[src/design/rbl_pkg.sv]
`default_nettype none

package rbl_pkg;

    localparam int RING_FRAMES   = 16384;
    localparam int SAMPLE_BITS   = 24;
    localparam int FRACTION_BITS = 16;

    localparam int RING_AW    = $clog2(RING_FRAMES);
    localparam int BANK_AW    = RING_AW - 1;
    localparam int BANK_DEPTH = RING_FRAMES / 2;

    localparam int POS_BITS      = 48;
    localparam int STEP_BITS     = 20;
    localparam int LAG_BITS      = 14;
    localparam int CFG_DATA_BITS = STEP_BITS;
    localparam int SUM_BITS      = STEP_BITS + 1;
    localparam int DIFF_BITS     = SAMPLE_BITS + 1;
    localparam int PROD_BITS     = DIFF_BITS + FRACTION_BITS + 1;
    localparam int ROUND_BIAS    = 1 << (FRACTION_BITS - 1);

    localparam logic [STEP_BITS-1:0] RATE_STEP_RESET = STEP_BITS'(65536);
    localparam logic [LAG_BITS-1:0]  MAX_LAG_RESET   = LAG_BITS'(12000);

    typedef enum logic [1:0] {
        ACT_WRITE     = 2'd0,
        ACT_LAG_CHECK = 2'd1,
        ACT_READ      = 2'd2,
        ACT_RESYNC    = 2'd3
    } action_t;

    typedef enum logic [1:0] {
        REG_RATE_STEP = 2'd0,
        REG_MAX_LAG   = 2'd1,
        REG_MONO      = 2'd2
    } cfg_reg_t;

    typedef logic signed [SAMPLE_BITS-1:0] sample_t;

    typedef struct packed {
        sample_t left;
        sample_t right;
    } frame_t;

    typedef struct packed {
        logic               wr_en;
        logic [RING_AW-1:0] wr_slot;
        logic               rd_en;
        logic [RING_AW-1:0] rd_slot;
    } ring_req_t;

    typedef struct packed {
        logic                     valid;
        logic                     underrun;
        logic [FRACTION_BITS-1:0] frac;
        logic                     mono;
    } issue_t;

endpackage

`default_nettype wire

[src/design/rbl_if.sv]
`default_nettype none


interface rbl_result_if;
    logic                   valid;
    logic                   ready;
    rbl_pkg::sample_t       left_out;
    rbl_pkg::sample_t       right_out;
    logic                   underrun;

    modport source (output valid, left_out, right_out, underrun, input ready);
    modport sink   (input valid, left_out, right_out, underrun, output ready);
endinterface


`default_nettype wire

[src/design/rbl_interp.sv]
`default_nettype none

// Two-stage interpolation pipeline behind the ring read, ending in the
// output register. Stage 1 multiplies the frame difference by the fraction,
// stage 2 rounds and adds the first sample.
module rbl_interp (
    input  wire logic            clk,
    input  wire logic            rst_n,
    input  wire rbl_pkg::issue_t issue,
    input  wire rbl_pkg::frame_t frame_a,
    input  wire rbl_pkg::frame_t frame_b,
    output logic                 take,
    rbl_result_if.source         result
);

    logic                                   s1_valid_reg, s1_valid_next;
    rbl_pkg::issue_t                        s1_meta_reg;

    logic                                   s2_valid_reg, s2_valid_next;
    logic                                   s2_under_reg;
    logic                                   s2_mono_reg;
    logic signed [rbl_pkg::PROD_BITS-1:0]   s2_prod_l_reg, s2_prod_r_reg;
    rbl_pkg::sample_t                       s2_a_l_reg, s2_a_r_reg;

    logic                                   out_valid_reg, out_valid_next;
    rbl_pkg::sample_t                       out_left_reg, out_right_reg;
    logic                                   out_under_reg;

    logic                                   out_free, s2_free;
    logic signed [rbl_pkg::DIFF_BITS-1:0]   diff_l, diff_r;
    logic signed [rbl_pkg::FRACTION_BITS:0] frac_s;
    logic signed [rbl_pkg::PROD_BITS-1:0]   prod_l, prod_r;
    logic signed [rbl_pkg::PROD_BITS-1:0]   rnd_l, rnd_r;
    logic signed [rbl_pkg::PROD_BITS-1:0]   q_l, q_r;
    rbl_pkg::sample_t                       lerp_l, lerp_r;

    assign out_free = !out_valid_reg || result.ready;
    assign s2_free  = !s2_valid_reg || out_free;
    assign take     = !s1_valid_reg || s2_free;

    assign diff_l = rbl_pkg::DIFF_BITS'(frame_b.left) - rbl_pkg::DIFF_BITS'(frame_a.left);
    assign diff_r = rbl_pkg::DIFF_BITS'(frame_b.right) - rbl_pkg::DIFF_BITS'(frame_a.right);
    assign frac_s = $signed({1'b0, s1_meta_reg.frac});
    assign prod_l = diff_l * frac_s;
    assign prod_r = diff_r * frac_s;

    // The arithmetic shift floors, so the bias turns it into round-half-up.
    assign rnd_l  = s2_prod_l_reg + rbl_pkg::PROD_BITS'(rbl_pkg::ROUND_BIAS);
    assign rnd_r  = s2_prod_r_reg + rbl_pkg::PROD_BITS'(rbl_pkg::ROUND_BIAS);
    assign q_l    = rnd_l >>> rbl_pkg::FRACTION_BITS;
    assign q_r    = rnd_r >>> rbl_pkg::FRACTION_BITS;
    assign lerp_l = s2_a_l_reg + q_l[rbl_pkg::SAMPLE_BITS-1:0];
    assign lerp_r = s2_a_r_reg + q_r[rbl_pkg::SAMPLE_BITS-1:0];

    assign s1_valid_next  = issue.valid || (s1_valid_reg && !s2_free);
    assign s2_valid_next  = (s1_valid_reg && s2_free) || (s2_valid_reg && !out_free);
    assign out_valid_next = (s2_valid_reg && out_free) || (out_valid_reg && !result.ready);

    always_ff @(posedge clk or negedge rst_n)
    begin
        if (!rst_n)
        begin
            s1_valid_reg  <= 1'b0;
            s2_valid_reg  <= 1'b0;
            out_valid_reg <= 1'b0;
        end
        else
        begin
            s1_valid_reg  <= s1_valid_next;
            s2_valid_reg  <= s2_valid_next;
            out_valid_reg <= out_valid_next;
        end
    end

    always_ff @(posedge clk)
    begin
        if (issue.valid)
        begin
            s1_meta_reg <= issue;
        end
        if (s1_valid_reg && s2_free)
        begin
            s2_under_reg  <= s1_meta_reg.underrun;
            s2_mono_reg   <= s1_meta_reg.mono;
            s2_prod_l_reg <= prod_l;
            s2_prod_r_reg <= prod_r;
            s2_a_l_reg    <= frame_a.left;
            s2_a_r_reg    <= frame_a.right;
        end
        if (s2_valid_reg && out_free)
        begin
            out_under_reg <= s2_under_reg;
            out_left_reg  <= s2_under_reg ? '0 : lerp_l;
            if (s2_under_reg)
            begin
                out_right_reg <= '0;
            end
            else
            begin
                out_right_reg <= s2_mono_reg ? lerp_l : lerp_r;
            end
        end
    end

    assign result.valid     = out_valid_reg;
    assign result.left_out  = out_left_reg;
    assign result.right_out = out_right_reg;
    assign result.underrun  = out_under_reg;

    a_ring_data_held: assert property (@(posedge clk) disable iff (!rst_n)
        s1_valid_reg && !s2_free |=> $stable(frame_a) && $stable(frame_b))
        else $error("ring read data changed under a stalled item");

    a_result_held: assert property (@(posedge clk) disable iff (!rst_n)
        out_valid_reg && !result.ready
        |=> out_valid_reg && $stable(out_left_reg) && $stable(out_right_reg)
            && $stable(out_under_reg))
        else $error("result item changed while the receiver stalled");

    a_underrun_silent: assert property (@(posedge clk) disable iff (!rst_n)
        out_valid_reg && out_under_reg |-> out_left_reg == '0 && out_right_reg == '0)
        else $error("underrun item carries nonzero samples");

endmodule

`default_nettype wire

[src/flat_wrapper.sv]
// flat-port wrapper written by rule: the top's interface ports become plain ports
module rbl_interp_flat 
  (clk, rst_n, issue, frame_a, frame_b, take, result_valid, result_left_out, result_right_out, result_underrun, result_ready);
  rbl_result_if result_i ();
  input  wire logic clk;
  input  wire logic rst_n;
  input  wire rbl_pkg::issue_t issue;
  input  wire rbl_pkg::frame_t frame_a;
  input  wire rbl_pkg::frame_t frame_b;
  output logic take;
  output wire logic [$bits(result_i.valid)-1:0] result_valid;
  output wire logic [$bits(result_i.left_out)-1:0] result_left_out;
  output wire logic [$bits(result_i.right_out)-1:0] result_right_out;
  output wire logic [$bits(result_i.underrun)-1:0] result_underrun;
  input wire logic [$bits(result_i.ready)-1:0] result_ready;
  assign result_valid = result_i.valid;
  assign result_left_out = result_i.left_out;
  assign result_right_out = result_i.right_out;
  assign result_underrun = result_i.underrun;
  assign result_i.ready = result_ready;
  rbl_interp u_core (.clk(clk), .rst_n(rst_n), .issue(issue), .frame_a(frame_a), .frame_b(frame_b), .take(take), .result(result_i));
endmodule
[config.mk]
export PLATFORM = sky130hd
export DESIGN_NAME = rbl_interp_flat
export DESIGN_NICKNAME = d
export VERILOG_FILES = /design/src/design/rbl_pkg.sv /design/src/design/rbl_if.sv /design/src/design/rbl_interp.sv /design/src/flat_wrapper.sv
export SDC_FILE = /design/constraint.sdc
export NUM_CORES = 2
export LEC_CHECK = 0
export BUFFER_PORTS_ARGS = -buffer_cell sky130_fd_sc_hd__buf_2
export CORE_ASPECT_RATIO = 0.5
export CORE_MARGIN = 2
export CORE_UTILIZATION = 55
export DETAILED_ROUTE_END_ITERATION = 8
export HOLD_SLACK_MARGIN = 0.02
export PLACE_DENSITY_LB_ADDON = 0.08
export SETUP_SLACK_MARGIN = 0.02
export SLEW_MARGIN = 40
export SYNTH_ARGS = -nofsm -noshare
export SYNTH_HDL_FRONTEND = slang
export SYNTH_SLANG_ARGS = --single-unit
[constraint.sdc]
create_clock -name clk -period 13.2 [get_ports clk]
set_input_delay 1.32 -clock clk [delete_from_list [all_inputs] [get_ports clk]]
set_output_delay 1.32 -clock clk [all_outputs]
set_load 0.02 [all_outputs]
==> results.yml <==
status:
  outcome: "completed"
placed_design:
  place_ws_ps: 2750
  port_buffers: 168
  place_congestion: 0.937
  place_inst: 5063
  dp_hpwl_um: 76100
critical_path:
  slowest_stage: "fa_1"
  critPathRequiredTime_ps: 13430
  crit_cells: 30
  end_kind: "register"
  worst_setup_path_start_kind: "input pin"
  critPathCapture: "u_core.s2_prod_r_reg[39]$_DFFE_PP_"
  rrSetupSlack_ps: 5710
  crit_start: "frame_a[0]"
  reg2reg_to: "u_core.s2_prod_l_reg[39]$_DFFE_PP_"
  arrival_ps: 10090
  worst_path_most_repeated_cell: "fa_1"
  reg2reg_from: "u_core.frac_s[2]$_DFFE_PP_"
  cp_top_family: "adder cells"
  max_stage_delay_ps: 710
  path_class: "in2reg"
  critPathBufInv: 5
  crit_fanout: 16
  rr_worst_depth: 22
timing:
  slew_headroom_pct: 39.1
  clock.fmax_mhz: 101
  rsz0062_at_grt: "false"
  final-max-slew-violation-count: 0
  setup_viol: 0
  min_period_ps: 9860
  fin_tns_setup_ps: 0
  worst_slack_ps: 3340
  hold_viol: 0
  tightestPinTransition_ps: 913
  skew_ps: 24.4
  final.period_utilization_pct: 74.7
routing:
  first_iter_violations: 1857
  wire_per_inst_um: 19.8
  drc: 0
  routed_wirelength_um: 101000
  drtAntennaViolNets: 0
  vias: 27400
  dr.pass1.iters: 7
  viasPerCell: 5.38
global_routing:
  grt_use_met2_pct: 46.3
  grt_busiest_layer: "met2"
  use_met1_pct: 42.4
  grt_pass1_vias: 29200
  grt_start_max_net_pins: 65
  use_met3_pct: 7.07
  grt_overflow: 0
  grt_antenna_before_repair: 2
  grt_pass1_wl_um: 161000
  grt_usage_pct: 29.7
die:
  die_w_um: 376
  start_util_pct: 55.4
  std_cell_rows: 68
  ios: 169
  chipHeight_um: 190
  die_area_sq_um: 71400
  core_sq_um: 68700
final_layout:
  drive_above_1_share_pct: 7.48
  syn_to_final_growth_pct: 7.20
  final_common_cell: "inv_1"
  nets: 5330
  final_cell_mix: "957 x inv_1, 746 x fa_1, 477 x nand2_1, 321 x and2_1, 291 x ha_1"
  final_cells: 5097
clock_tree:
  cts_tree: "yes"
  post_cts.repair.setup_buffers: 0
  cts_hold_buf: 0
  cts.repair.resized: 0
  cts-root-buf: "clkbuf_16"
  cts_sinks: 170
  clock_tree.buffer_depth: 2
  cts_made_buffers: 17
  cts_max_level: 4
  clkTransAtPathRegs_ps: 70
  clk_latency_ps: 490
hold_path:
  hp-class: "reg2reg"
yosys:
  avgSynthCellArea_sq_um: 9.34
  ys.warnings.count: 0
  syn_inst: 4071
  synth_nets: 5228
  async_flop_share_pct: 1.76
  ys.flop_type: "edfxtp_1"
  seq_area_frac_synth_pct: 13.4
  yosys_register_bits: 170
  synth_edf_count: 167
  synth_area_sq_um: 38000
  post_synth_num_cell_types: 88
job:
  cap_viol_max_count: 0
worst min-delay path by stage:
stage	start	to	slack [ps]	depth (start not counted)
3_5_place_dp	u_core.s1_meta_reg[0]$_DFFE_PP_	u_core.s2_mono_reg$_DFFE_PP_	410	0
4_1_cts	u_core.s1_meta_reg[0]$_DFFE_PP_	u_core.s2_mono_reg$_DFFE_PP_	420	0
5_1_grt	u_core.s1_meta_reg[0]$_DFFE_PP_	u_core.s2_mono_reg$_DFFE_PP_	430	0
3_3_place_gp	u_core.s1_meta_reg[0]$_DFFE_PP_	u_core.s2_mono_reg$_DFFE_PP_	400	0
6_report	u_core.s1_meta_reg[0]$_DFFE_PP_	u_core.s2_mono_reg$_DFFE_PP_	420	0
2_1_floorplan	u_core.s1_meta_reg[0]$_DFFE_PP_	u_core.s2_mono_reg$_DFFE_PP_	400	0
cells by family (layout without fill, tap and decap cells):
group                      count (synthesis)  count (layout)  synth area share, %
other                                      0               1                    0
and+or+nand+nor                         1199            1199                 15.6
buffers and inverters                   1106            1221                 11.0
DFF                                      170             170                 13.4
muxes                                      7               7                0.184
adders and majority gates               1044            1044                 49.1
xor gates and xnor gates                 202             202                 4.69
AOI/OAI and AO/OA                        343             343                 5.99
stage by stage:
stage	area, sq um	hold slack (ps)	util [%]
2_1_floorplan	38000	400	-
3_3_place_gp	40000	402	58.2
3_5_place_dp	40100	407	58.3
4_1_cts	40700	424	59.3
5_1_grt	40700	429	59.3
6_report	40700	422	59.3
synthesized netlist by cell type (62+ instances only):
cell type | count | share of area [%]
and2_1 | 323 | 5.3
xnor2_1 | 135 | 3.1
xor2_1 | 66 | 1.5
clkbuf_1 | 128 | 1.3
fa_1 | 748 | 39
nand2_1 | 477 | 4.7
inv_1 | 957 | 9.5
a21oi_1 | 104 | 1.4
ha_1 | 291 | 9.6
nor2_1 | 130 | 1.3
edfxtp_1 | 167 | 13
nor2b_1 | 62 | 1.0
cell type report:
type,count,area (sq um)
Antenna cell,1,2.50
Sequential cell,170,5090
Timing Repair Buffer,231,1330
Fill cell,6120,27900
Clock inverter,14,205
Clock buffer,18,429
Tap cell,910,1140
Multi-Input combinational cell,2795,29000
Inverter,958,3600
worst register-to-register path: stages, from the launching register on:
cell,delay (ps)
edfxtp_1,320
buf_4,610
nand2_1,210
fa_1,570
fa_1,550
inv_1,50
fa_1,500
inv_1,60
fa_1,490
fa_1,490
inv_1,50
fa_1,430
ha_1,290
and4_1,190
and2_0,150
a211oi_1,660
o22ai_1,310
nand4_1,180
nand2_1,100
a21oi_1,350
o21ai_0,190
o41ai_1,350
xnor2_1,130
routing by layer:
| layer | part of all wire, % | up-vias | routed length [um] |
|---|---|---|---|
| met5 | 0.0069 | - | 7 |
| met4 | 1.7 | 2 | 1740 |
| met3 | 9.4 | 119 | 9450 |
| met2 | 44 | 911 | 44500 |
| met1 | 45 | 13900 | 45100 |
| li1 | - | 12500 | - |
Power is not shown: default switching activity piles up to over one toggle a cycle in this logic, so the estimate is an artifact.
