**src/design/rbl_pkg.sv**
```systemverilog
`default_nettype none

package rbl_pkg;

    localparam int RING_FRAMES   = 16384;
    localparam int SAMPLE_BITS   = 24;
    localparam int FRACTION_BITS = 16;

    localparam int RING_AW    = $clog2(RING_FRAMES);
    localparam int BANK_AW    = RING_AW - 1;
    localparam int BANK_DEPTH = RING_FRAMES / 2;

    localparam int POS_BITS      = 48;
    localparam int STEP_BITS     = 20;
    localparam int LAG_BITS      = 14;
    localparam int CFG_DATA_BITS = STEP_BITS;
    localparam int SUM_BITS      = STEP_BITS + 1;
    localparam int DIFF_BITS     = SAMPLE_BITS + 1;
    localparam int PROD_BITS     = DIFF_BITS + FRACTION_BITS + 1;
    localparam int ROUND_BIAS    = 1 << (FRACTION_BITS - 1);

    localparam logic [STEP_BITS-1:0] RATE_STEP_RESET = STEP_BITS'(65536);
    localparam logic [LAG_BITS-1:0]  MAX_LAG_RESET   = LAG_BITS'(12000);

    typedef enum logic [1:0] {
        ACT_WRITE     = 2'd0,
        ACT_LAG_CHECK = 2'd1,
        ACT_READ      = 2'd2,
        ACT_RESYNC    = 2'd3
    } action_t;

    typedef enum logic [1:0] {
        REG_RATE_STEP = 2'd0,
        REG_MAX_LAG   = 2'd1,
        REG_MONO      = 2'd2
    } cfg_reg_t;

    typedef logic signed [SAMPLE_BITS-1:0] sample_t;

    typedef struct packed {
        sample_t left;
        sample_t right;
    } frame_t;

    typedef struct packed {
        logic               wr_en;
        logic [RING_AW-1:0] wr_slot;
        logic               rd_en;
        logic [RING_AW-1:0] rd_slot;
    } ring_req_t;

    typedef struct packed {
        logic                     valid;
        logic                     underrun;
        logic [FRACTION_BITS-1:0] frac;
        logic                     mono;
    } issue_t;

endpackage

`default_nettype wire

```
**src/design/rbl_if.sv**
```systemverilog
`default_nettype none


interface rbl_cfg_if;
    logic                                valid;
    logic                                ready;
    logic [1:0]                          index;
    logic [rbl_pkg::CFG_DATA_BITS-1:0]   data;

    modport source (output valid, index, data, input ready);
    modport sink   (input valid, index, data, output ready);
endinterface

`default_nettype wire

```
**src/design/rbl_pos.sv**
```systemverilog
`default_nettype none

// Writer and reader positions plus the configuration registers. Items update
// positions when accepted, save in-limit lag checks and underrun reads.
module rbl_pos (
    input  wire logic             clk,
    input  wire logic             rst_n,
    rbl_cfg_if.sink               cfg,
    input  wire logic             accept,
    input  wire rbl_pkg::action_t action,
    output rbl_pkg::ring_req_t    ring_req,
    output rbl_pkg::issue_t       issue
);

    logic [rbl_pkg::STEP_BITS-1:0]     rate_step_reg;
    logic [rbl_pkg::LAG_BITS-1:0]      max_lag_reg;
    logic                              mono_reg;

    logic [rbl_pkg::POS_BITS-1:0]      fw_reg, fw_next;
    logic [rbl_pkg::POS_BITS-1:0]      rw_reg, rw_next;
    logic [rbl_pkg::FRACTION_BITS-1:0] frac_reg, frac_next;

    logic [rbl_pkg::POS_BITS-1:0]      gap;
    logic [rbl_pkg::POS_BITS-1:0]      lag_target;
    logic                              ahead_ok;
    logic                              lag_excess;
    logic [rbl_pkg::SUM_BITS-1:0]      step_sum;

    assign cfg.ready = 1'b1;

    always_ff @(posedge clk or negedge rst_n)
    begin
        if (!rst_n)
        begin
            rate_step_reg <= rbl_pkg::RATE_STEP_RESET;
            max_lag_reg   <= rbl_pkg::MAX_LAG_RESET;
            mono_reg      <= 1'b0;
        end
        else if (cfg.valid)
        begin
            unique case (cfg.index)
                rbl_pkg::REG_RATE_STEP: rate_step_reg <= cfg.data[rbl_pkg::STEP_BITS-1:0];
                rbl_pkg::REG_MAX_LAG:   max_lag_reg   <= cfg.data[rbl_pkg::LAG_BITS-1:0];
                rbl_pkg::REG_MONO:      mono_reg      <= cfg.data[0];
                default:                ;
            endcase
        end
    end

    // Writer minus reader, read as a signed distance.
    assign gap        = fw_reg - rw_reg;
    assign ahead_ok   = !gap[rbl_pkg::POS_BITS-1] && (gap[rbl_pkg::POS_BITS-1:1] != '0);
    assign lag_excess = !gap[rbl_pkg::POS_BITS-1]
                        && (gap > rbl_pkg::POS_BITS'(max_lag_reg));
    assign lag_target = fw_reg - rbl_pkg::POS_BITS'(max_lag_reg);
    assign step_sum   = rbl_pkg::SUM_BITS'(frac_reg) + rbl_pkg::SUM_BITS'(rate_step_reg);

    always_comb
    begin
        fw_next   = fw_reg;
        rw_next   = rw_reg;
        frac_next = frac_reg;
        if (accept)
        begin
            unique case (action)
                rbl_pkg::ACT_WRITE:
                begin
                    fw_next = fw_reg + rbl_pkg::POS_BITS'(1);
                end
                rbl_pkg::ACT_LAG_CHECK:
                begin
                    if (lag_excess)
                    begin
                        rw_next   = lag_target;
                        frac_next = '0;
                    end
                end
                rbl_pkg::ACT_READ:
                begin
                    if (ahead_ok)
                    begin
                        rw_next   = rw_reg + rbl_pkg::POS_BITS'(
                                    step_sum[rbl_pkg::SUM_BITS-1:rbl_pkg::FRACTION_BITS]);
                        frac_next = step_sum[rbl_pkg::FRACTION_BITS-1:0];
                    end
                end
                rbl_pkg::ACT_RESYNC:
                begin
                    rw_next   = fw_reg;
                    frac_next = '0;
                end
                default:
                begin
                    rw_next = rw_reg;
                end
            endcase
        end
    end

    always_ff @(posedge clk or negedge rst_n)
    begin
        if (!rst_n)
        begin
            fw_reg   <= '0;
            rw_reg   <= '0;
            frac_reg <= '0;
        end
        else
        begin
            fw_reg   <= fw_next;
            rw_reg   <= rw_next;
            frac_reg <= frac_next;
        end
    end

    assign ring_req.wr_en   = accept && (action == rbl_pkg::ACT_WRITE);
    assign ring_req.wr_slot = fw_reg[rbl_pkg::RING_AW-1:0];
    assign ring_req.rd_en   = accept && (action == rbl_pkg::ACT_READ);
    assign ring_req.rd_slot = rw_reg[rbl_pkg::RING_AW-1:0];

    assign issue.valid    = ring_req.rd_en;
    assign issue.underrun = !ahead_ok;
    assign issue.frac     = frac_reg;
    assign issue.mono     = mono_reg;

    a_resync_lands: assert property (@(posedge clk) disable iff (!rst_n)
        accept && action == rbl_pkg::ACT_RESYNC |=> rw_reg == fw_reg && frac_reg == '0)
        else $error("reader not on writer after resync");

    a_lag_bounded: assert property (@(posedge clk) disable iff (!rst_n)
        accept && action == rbl_pkg::ACT_LAG_CHECK
        |=> gap[rbl_pkg::POS_BITS-1] || gap <= rbl_pkg::POS_BITS'(max_lag_reg))
        else $error("reader still beyond lag limit after lag check");

    a_underrun_holds: assert property (@(posedge clk) disable iff (!rst_n)
        accept && action == rbl_pkg::ACT_READ && !ahead_ok
        |=> $stable(rw_reg) && $stable(frac_reg))
        else $error("reader moved on an underrun");

endmodule

`default_nettype wire

```
**src/flat_wrapper.sv**
```systemverilog
// flat-port wrapper written by rule: the top's interface ports become plain ports
module rbl_pos_flat 
  (clk, rst_n, accept, action, ring_req, issue, cfg_valid, cfg_index, cfg_data, cfg_ready);
  rbl_cfg_if cfg_i ();
  input  wire logic clk;
  input  wire logic rst_n;
  input  wire logic accept;
  input  wire rbl_pkg::action_t action;
  output rbl_pkg::ring_req_t ring_req;
  output rbl_pkg::issue_t issue;
  input wire logic [$bits(cfg_i.valid)-1:0] cfg_valid;
  input wire logic [$bits(cfg_i.index)-1:0] cfg_index;
  input wire logic [$bits(cfg_i.data)-1:0] cfg_data;
  output wire logic [$bits(cfg_i.ready)-1:0] cfg_ready;
  assign cfg_i.valid = cfg_valid;
  assign cfg_i.index = cfg_index;
  assign cfg_i.data = cfg_data;
  assign cfg_ready = cfg_i.ready;
  rbl_pos u_core (.clk(clk), .rst_n(rst_n), .cfg(cfg_i), .accept(accept), .action(action), .ring_req(ring_req), .issue(issue));
endmodule
```
**config.mk**
```make
export PLATFORM = sky130hd
export DESIGN_NAME = rbl_pos_flat
export DESIGN_NICKNAME = d
export VERILOG_FILES = /design/src/design/rbl_pkg.sv /design/src/design/rbl_if.sv /design/src/design/rbl_pos.sv /design/src/flat_wrapper.sv
export SDC_FILE = /design/constraint.sdc
export NUM_CORES = 1
export LEC_CHECK = 0
export BUFFER_PORTS_ARGS = -buffer_cell sky130_fd_sc_hd__buf_2
export CAP_MARGIN = 10
export CORE_ASPECT_RATIO = 0.5
export CORE_MARGIN = 8
export CORE_UTILIZATION = 26
export CTS_BUF_LIST = sky130_fd_sc_hd__clkbuf_4
export CTS_CLUSTER_DIAMETER = 30
export CTS_CLUSTER_SIZE = 8
export DETAILED_ROUTE_END_ITERATION = 10
export PLACE_DENSITY_LB_ADDON = 0.3
export SYNTH_ARGS = -nofsm -noshare
export SYNTH_HDL_FRONTEND = slang
export SYNTH_SLANG_ARGS = --single-unit
```
**constraint.sdc**
```tcl
create_clock -name clk -period 7.6 [get_ports clk]
set_input_delay 0.38 -clock clk [delete_from_list [all_inputs] [get_ports clk]]
set_output_delay 0.38 -clock clk [all_outputs]
set_load 0.01 [all_outputs]
```
==> results of run 1 <==
metal layers:
layer / share of wire [%] / wire length [µm] / up-vias / track usage [%]
li1: - / - / 6200 / -
met1: 45 / 21100 / 6303 / 19.4
met2: 47 / 22100 / 423 / 25.8
met3: 4.9 / 2300 / 84 / 1.95
met4: 3.1 / 1450 / 0 / 5.47
met5: 0 / 0 / - / 0
cell usage in the layout (no fill, tap or decap), types with 14 or more instances in the layout:
cell and count:
ha_1 97, nor2_1 126, nor3_1 48, inv_1 96, o21ai_0 96, nand2b_1 18
mux2_2 42, a21o_1 30, buf_2 75, a21oi_1 112, nor2b_1 16, buf_4 17
or3_1 17, clkbuf_4 18, nand3_1 74, a31oi_1 33, xor2_1 28, dlygate4sd3_1 19
xnor2_1 86, o211ai_1 23, and3_1 26, o2bb2ai_1 14, mux2i_1 14, nand2_1 170
dfrtp_1 139, nand4_1 48, nor4_1 24
repair_timing:
action	4_1_cts	5_1_grt
endpoints found under the setup margin	0	0
hold buffers	18	1
endpoints found under the hold margin	63	1
power breakdown:
group	switching [mW]	internal (mW)
registers	0.237	0.972
logic	1.47	1.00
clock network	0.365	0.217
total	2.07	2.19
layout make-up:
cell class,instances,share of cell area (%)
Antenna cell,1,0.0167
Multi-Input combinational cell,1343,60.3
Sequential cell,147,24.6
Timing Repair Buffer,112,4.70
Clock buffer,18,0.902
Inverter,96,2.40
Clock inverter,14,1.24
Tap cell,701,5.85
kinds of logic after synthesis:
kind of cell / Yosys count / synth area share [%]
AOI/OAI and AO/OA: 432 / 20.7
xor gates and xnor gates: 114 / 7.30
and+or+nand+nor: 627 / 22.7
DFF: 147 / 27.0
buffers and inverters: 215 / 7.06
adders and majority gates: 102 / 9.54
other: 1 / 0.0274
muxes: 67 / 5.69
stage by stage:
stage / setup slack (ns) / hold slack, ns / util (%) / instance area, µm²
after floorplan: 2.29 / 0.0844 / - / 13700
after global placement: 1.41 / 0.312 / 27.8 / 14500
after detailed placement: 1.25 / 0.312 / 27.8 / 14500
after CTS: 1.20 / 0.00104 / 28.8 / 15000
after global routing: 0.395 / 0.0299 / 28.8 / 15000
final: 1.24 / 0.0861 / 28.8 / 15000
worst paths after layout:
kind                               startpoint               endpoint  slack, ns
setup / recovery           u_core.frac_reg[0]      u_core.rw_reg[40]       1.24
hold / removal                    cfg_data[0]  u_core.max_lag_reg[0]       0.09
setup reg to reg           u_core.frac_reg[0]      u_core.rw_reg[40]       1.24
hold reg to reg             u_core.rw_reg[24]      u_core.rw_reg[24]       0.51
max in group asynchronous               rst_n      u_core.rw_reg[44]       5.52
min in group asynchronous               rst_n       u_core.fw_reg[3]       0.21
critical path: cells and delay by family (launching register included):
kind | cells | cell delay (ns)
AOI/OAI and AO/OA | 13 | 2.92
and+or+nand+nor | 7 | 1.49
adders and majority gates | 4 | 0.81
DFF | 1 | 0.43
xor gates and xnor gates | 2 | 0.32
buffers and inverters | 2 | 0.25
==> reports/summary.txt, run 1 <==
Outcome: finished clean
Worst reg2reg path depth: 28
Vias in the first global route: 12500
Pins over their slew limit: 0
Syn. warnings: 0
Detailed Place HPWL: 36000 µm
Syn Nets: 1834
Setup violations, final: 0
Core Area: 52000 µm²
Final Hold Viols: 0
Initial antenna violation count: 1
Count of clock tree sinks: 147
CTS tree: done
MaxCap Viol Count: 0
Die W: 340 µm
Leak: 6.56 nW
DR iter-0 viols: 1232
Post-synth ARST share: 100%
Period minus WS final: 6.36 ns
Final WL: 47000 µm
Max VDD drop: 0.102 mV
Synth cell types: 80
Required @ worst endpoint: 8.08 ns
Cell taking the most area after synthesis: dfrtp_1
Most common cell in the netlist: nand2_1
Syn avg cell area: 8.02 µm²
RSZ-0062 raised after global routing: no
Storage cell area: 3690 µm²
Routed vias/inst: 5.35
Area growth syn-to-layout: 9.61%
DR WL/cell: 19.3 µm
Worst-Margin Slew: 0.997 ns
Mapped cell area: 13700 µm²
Non-Filler Instances: 2432
Layout Nets: 1846
GR Util All Layers: 15.1%
Antenna Nets Post-Route: 0
Hold depth: 2
Flops & latches, synth: 147
Worst EP arrival: 6.83 ns
Critical path class: register to register
Largest net degree at the start of global routing: 73
Clock root cell: clkbuf_4
Synth cell count leaders: nand2_1, dfrtp_1, nor2_1, a21oi_1, ha_1
Reg clk slew, reported paths: 0.17 ns
Pwr Total: 4.26 mW
Clk buf depth: 2
EDFF count, synth: 0
First-pass GRT wire length: 73500 µm
Clock latency on the worst-skew pair: 0.63 ns
FMAX: 0.157 GHz
Worst path max stage delay: 0.55 ns
Die area: 60600 µm²
Power density cells: 284 nW/µm²
Register area share after synthesis: 27.0%
Routed vias: 13000
CP Capture Type: register
Synth area leaders: dfrtp_1, ha_1, xnor2_1
DRT Pass-1 Iters: 6
Fill cells: 5649
Syn Inst Count: 1705
Gp weighted congestion: 0.904
Post-Place Cells: 2380
Max-slew headroom: 33.4%
I/O pin total: 78
Drc violations: 0
Critical path's slowest cell: nor4_1
Final Cycle Share: 83.6%
Die height: 178 µm
Most numerous cell on the critical path: o21ai_0
Area taken by multi-input logic gates: 9030 µm²
Port Buf Inserts: 76
Post-cts resize count: 0
CTS HTree Levels: 4
Postcts setup bufs: 0
Gr ovfl total: 0
Starting Density: 26.3%
Layout cells sized above 1: 12.3%
Top cell type's share of synthesized area: 25.4%
Ys flop type: dfrtp_1
CTS Buf Count: 17
Worst min path class: primary input to register
Critical path fanouts, max: 4
CP Launch Type: register
Clk_skew: 0.0290 ns
Final setup TNS: 0 ns
Num rows: 59
(Power assumes the default switching activity.)
==> inputs of run 2 (changes only) <==
Clock period 7.6 ns to 5.2 ns, I/O delays scaled along.
==> run 2 against run 1 <==
Compared with the run above: worst setup slack worse by 1.1 ns; worst hold slack gained 0.028 ns; clock power grew 29%; non-clock buffer count rose by 151; via count rose by 4.7%; first-iteration DRC count decreased by 2.0%; cell count is 6.2% higher; global-route usage rose by 0.57 points; critical path type unchanged.
==> reports/summary.txt, run 2 (synthesized netlist as in run 1, its figures left out) <==
Outcome: finished clean
DR WL/cell: 18.8 µm
Period minus WS final: 5.09 ns
Clock root cell: clkbuf_4
DR iter-0 viols: 1207
Final Hold Viols: 0
CTS HTree Levels: 4
CP Launch Point: u_core.frac_reg[1]
Worst EP arrival: 5.66 ns
Critical R2R Capture: u_core.rw_reg[47]
Clock latency on the worst-skew pair: 0.63 ns
Layout cells sized above 1: 22.8%
Crit-path leading delay family: compound AO/OA/AOI/OAI gates
Max-slew headroom: 43.9%
Dpl cell area: 15500 µm²
First-pass GRT wire length: 76500 µm
Pwr Total: 6.84 mW
CP Launch Type: register
Drc violations: 0
Clk_skew: 0.0307 ns
Critical path's slowest cell: dfrtp_1
Worst min path class: primary input to async pin
DRT Pass-1 Iters: 5
Worst reg2reg path depth: 28
Port Buf Inserts: 76
Worst-Margin Slew: 0.834 ns
Worst R2R Start: u_core.frac_reg[1]
Layout Nets: 1997
CP endpoint: u_core.rw_reg[47]
Detailed Place HPWL: 37800 µm
Worst Path Buf+Inv: 5
Worst path max stage delay: 0.42 ns
Final WL: 48500 µm
GR Util All Layers: 15.6%
Starting Density: 26.3%
Leak: 7.42 nW
Final core utilization: 31.9%
MaxCap Viol Count: 0
Flop-to-flop setup slack: 0.11 ns
Num rows: 59
Setup violations, final: 0
Routed vias/inst: 5.27
Leading cell types in the layout, fill and taps excluded: nand2_1, buf_4, dfrtp_1, nor2_1, a21oi_1
Final Cell Area: 16600 µm²
Critical path class: register to register
Pins over their slew limit: 0
I/O pin total: 78
Area growth syn-to-layout: 21.3%
Final setup TNS: 0 ns
FMAX: 0.197 GHz
Final Cycle Share: 97.8%
Gr ovfl total: 0
Storage cell area: 3690 µm²
Fill cells: 5571
Die height: 178 µm
Required @ worst endpoint: 5.78 ns
CTS Buf Count: 17
Routed vias: 13600
Die W: 340 µm
RSZ-0062 raised after global routing: yes
Largest net degree at the start of global routing: 59
Initial antenna violation count: 1
Area taken by multi-input logic gates: 9500 µm²
Critical path fanouts, max: 4
CTS tree: done
Vias in the first global route: 13400
Power density cells: 413 nW/µm²
Reg clk slew, reported paths: 0.16 ns
Max VDD drop: 0.162 mV
Core Area: 52000 µm²
Commonest non-fill, non-tap cell in the layout: nand2_1
Die area: 60600 µm²
Count of clock tree sinks: 147
Worst Hold Slack: 0.114 ns
Gp weighted congestion: 0.908
Clk buf depth: 2
Antenna Nets Post-Route: 0
CP Capture Type: register
Stages on worst setup path: 28
[run 2: cell types whose count changed in the layout (fill, tap and decap cells not counted), moves of 4 or more]
cell,previous run,this run
nor3_1,48,44
o21ai_2,0,5
nor2_4,0,4
nor2_1,126,121
buf_4,17,159
a21oi_1,112,102
a21oi_2,0,9
nor4_1,24,18
o21ai_1,2,13
a2111oi_0,5,1
o21ai_0,96,80
[run 2: report_power, final]
part	leakage, nW	total, mW	internal [mW]	switching, mW
Clock	0.145	0.750	0.218	0.532
Sequential	1.87	1.69	1.42	0.265
Combinational	5.41	4.41	1.93	2.48
[run 2: worst register-to-register path, delay by kind of cell, from the launching register on]
family / cells / cell delay, ns
simple gates: 8 / 1.22
buf+inv: 5 / 0.66
fa+ha+maj: 2 / 0.54
xor+xnor: 1 / 0.14
flops: 1 / 0.42
mux: 1 / 0.16
compound gates: 11 / 1.93
[run 2: area by class of cell]
cell class              instances  area share [%]
well taps                     701            5.29
repair buffers                263            11.4
clock inverters                14           0.807
diodes                          1          0.0151
multi-input cells            1343            57.3
clock buffers                  18           0.815
inverters                      96            2.17
flip-flops and latches        147            22.2
[run 2: routing by layer]
metal / GRT usage [%] / share of wire [%]
met3: 2.27 / 4.8
met2: 27.3 / 48
met5: 0 / 0
met1: 20.3 / 45
met4: 3.88 / 1.8
[run 2: what timing repair did]
item | 4_1_cts | 5_1_grt
gates resized for setup | 40 | 73
setup buffers | 11 | 11
hold buffers | 22 | 0
endpoints found under the hold margin | 81 | 0
setup endpoints to repair | 52 | 65
pin swaps | 28 | 35
cloned | 0 | 0
[run 2: stage by stage]
stage          worst slack, ns  std cells
6_report                 0.114       2583
5_1_grt                 -0.159       2583
4_1_cts                -0.0307       2571
3_5_place_dp            -0.758       2506
3_3_place_gp            -0.682       2506
2_1_floorplan          0.00252       1705
[run 2: how the worst min path moves through the flow]
stage | startpoint | end | slack [ns] | depth (start not counted)
floorplan | rst_n | u_core.frac_reg[0] | -0.04 | 0
global placement | rst_n | u_core.fw_reg[1] | 0.24 | 1
detailed placement | rst_n | u_core.fw_reg[1] | 0.24 | 1
CTS | rst_n | u_core.fw_reg[1] | 0.09 | 2
global route | rst_n | u_core.fw_reg[1] | 0.10 | 2
finish | rst_n | u_core.fw_reg[1] | 0.11 | 2
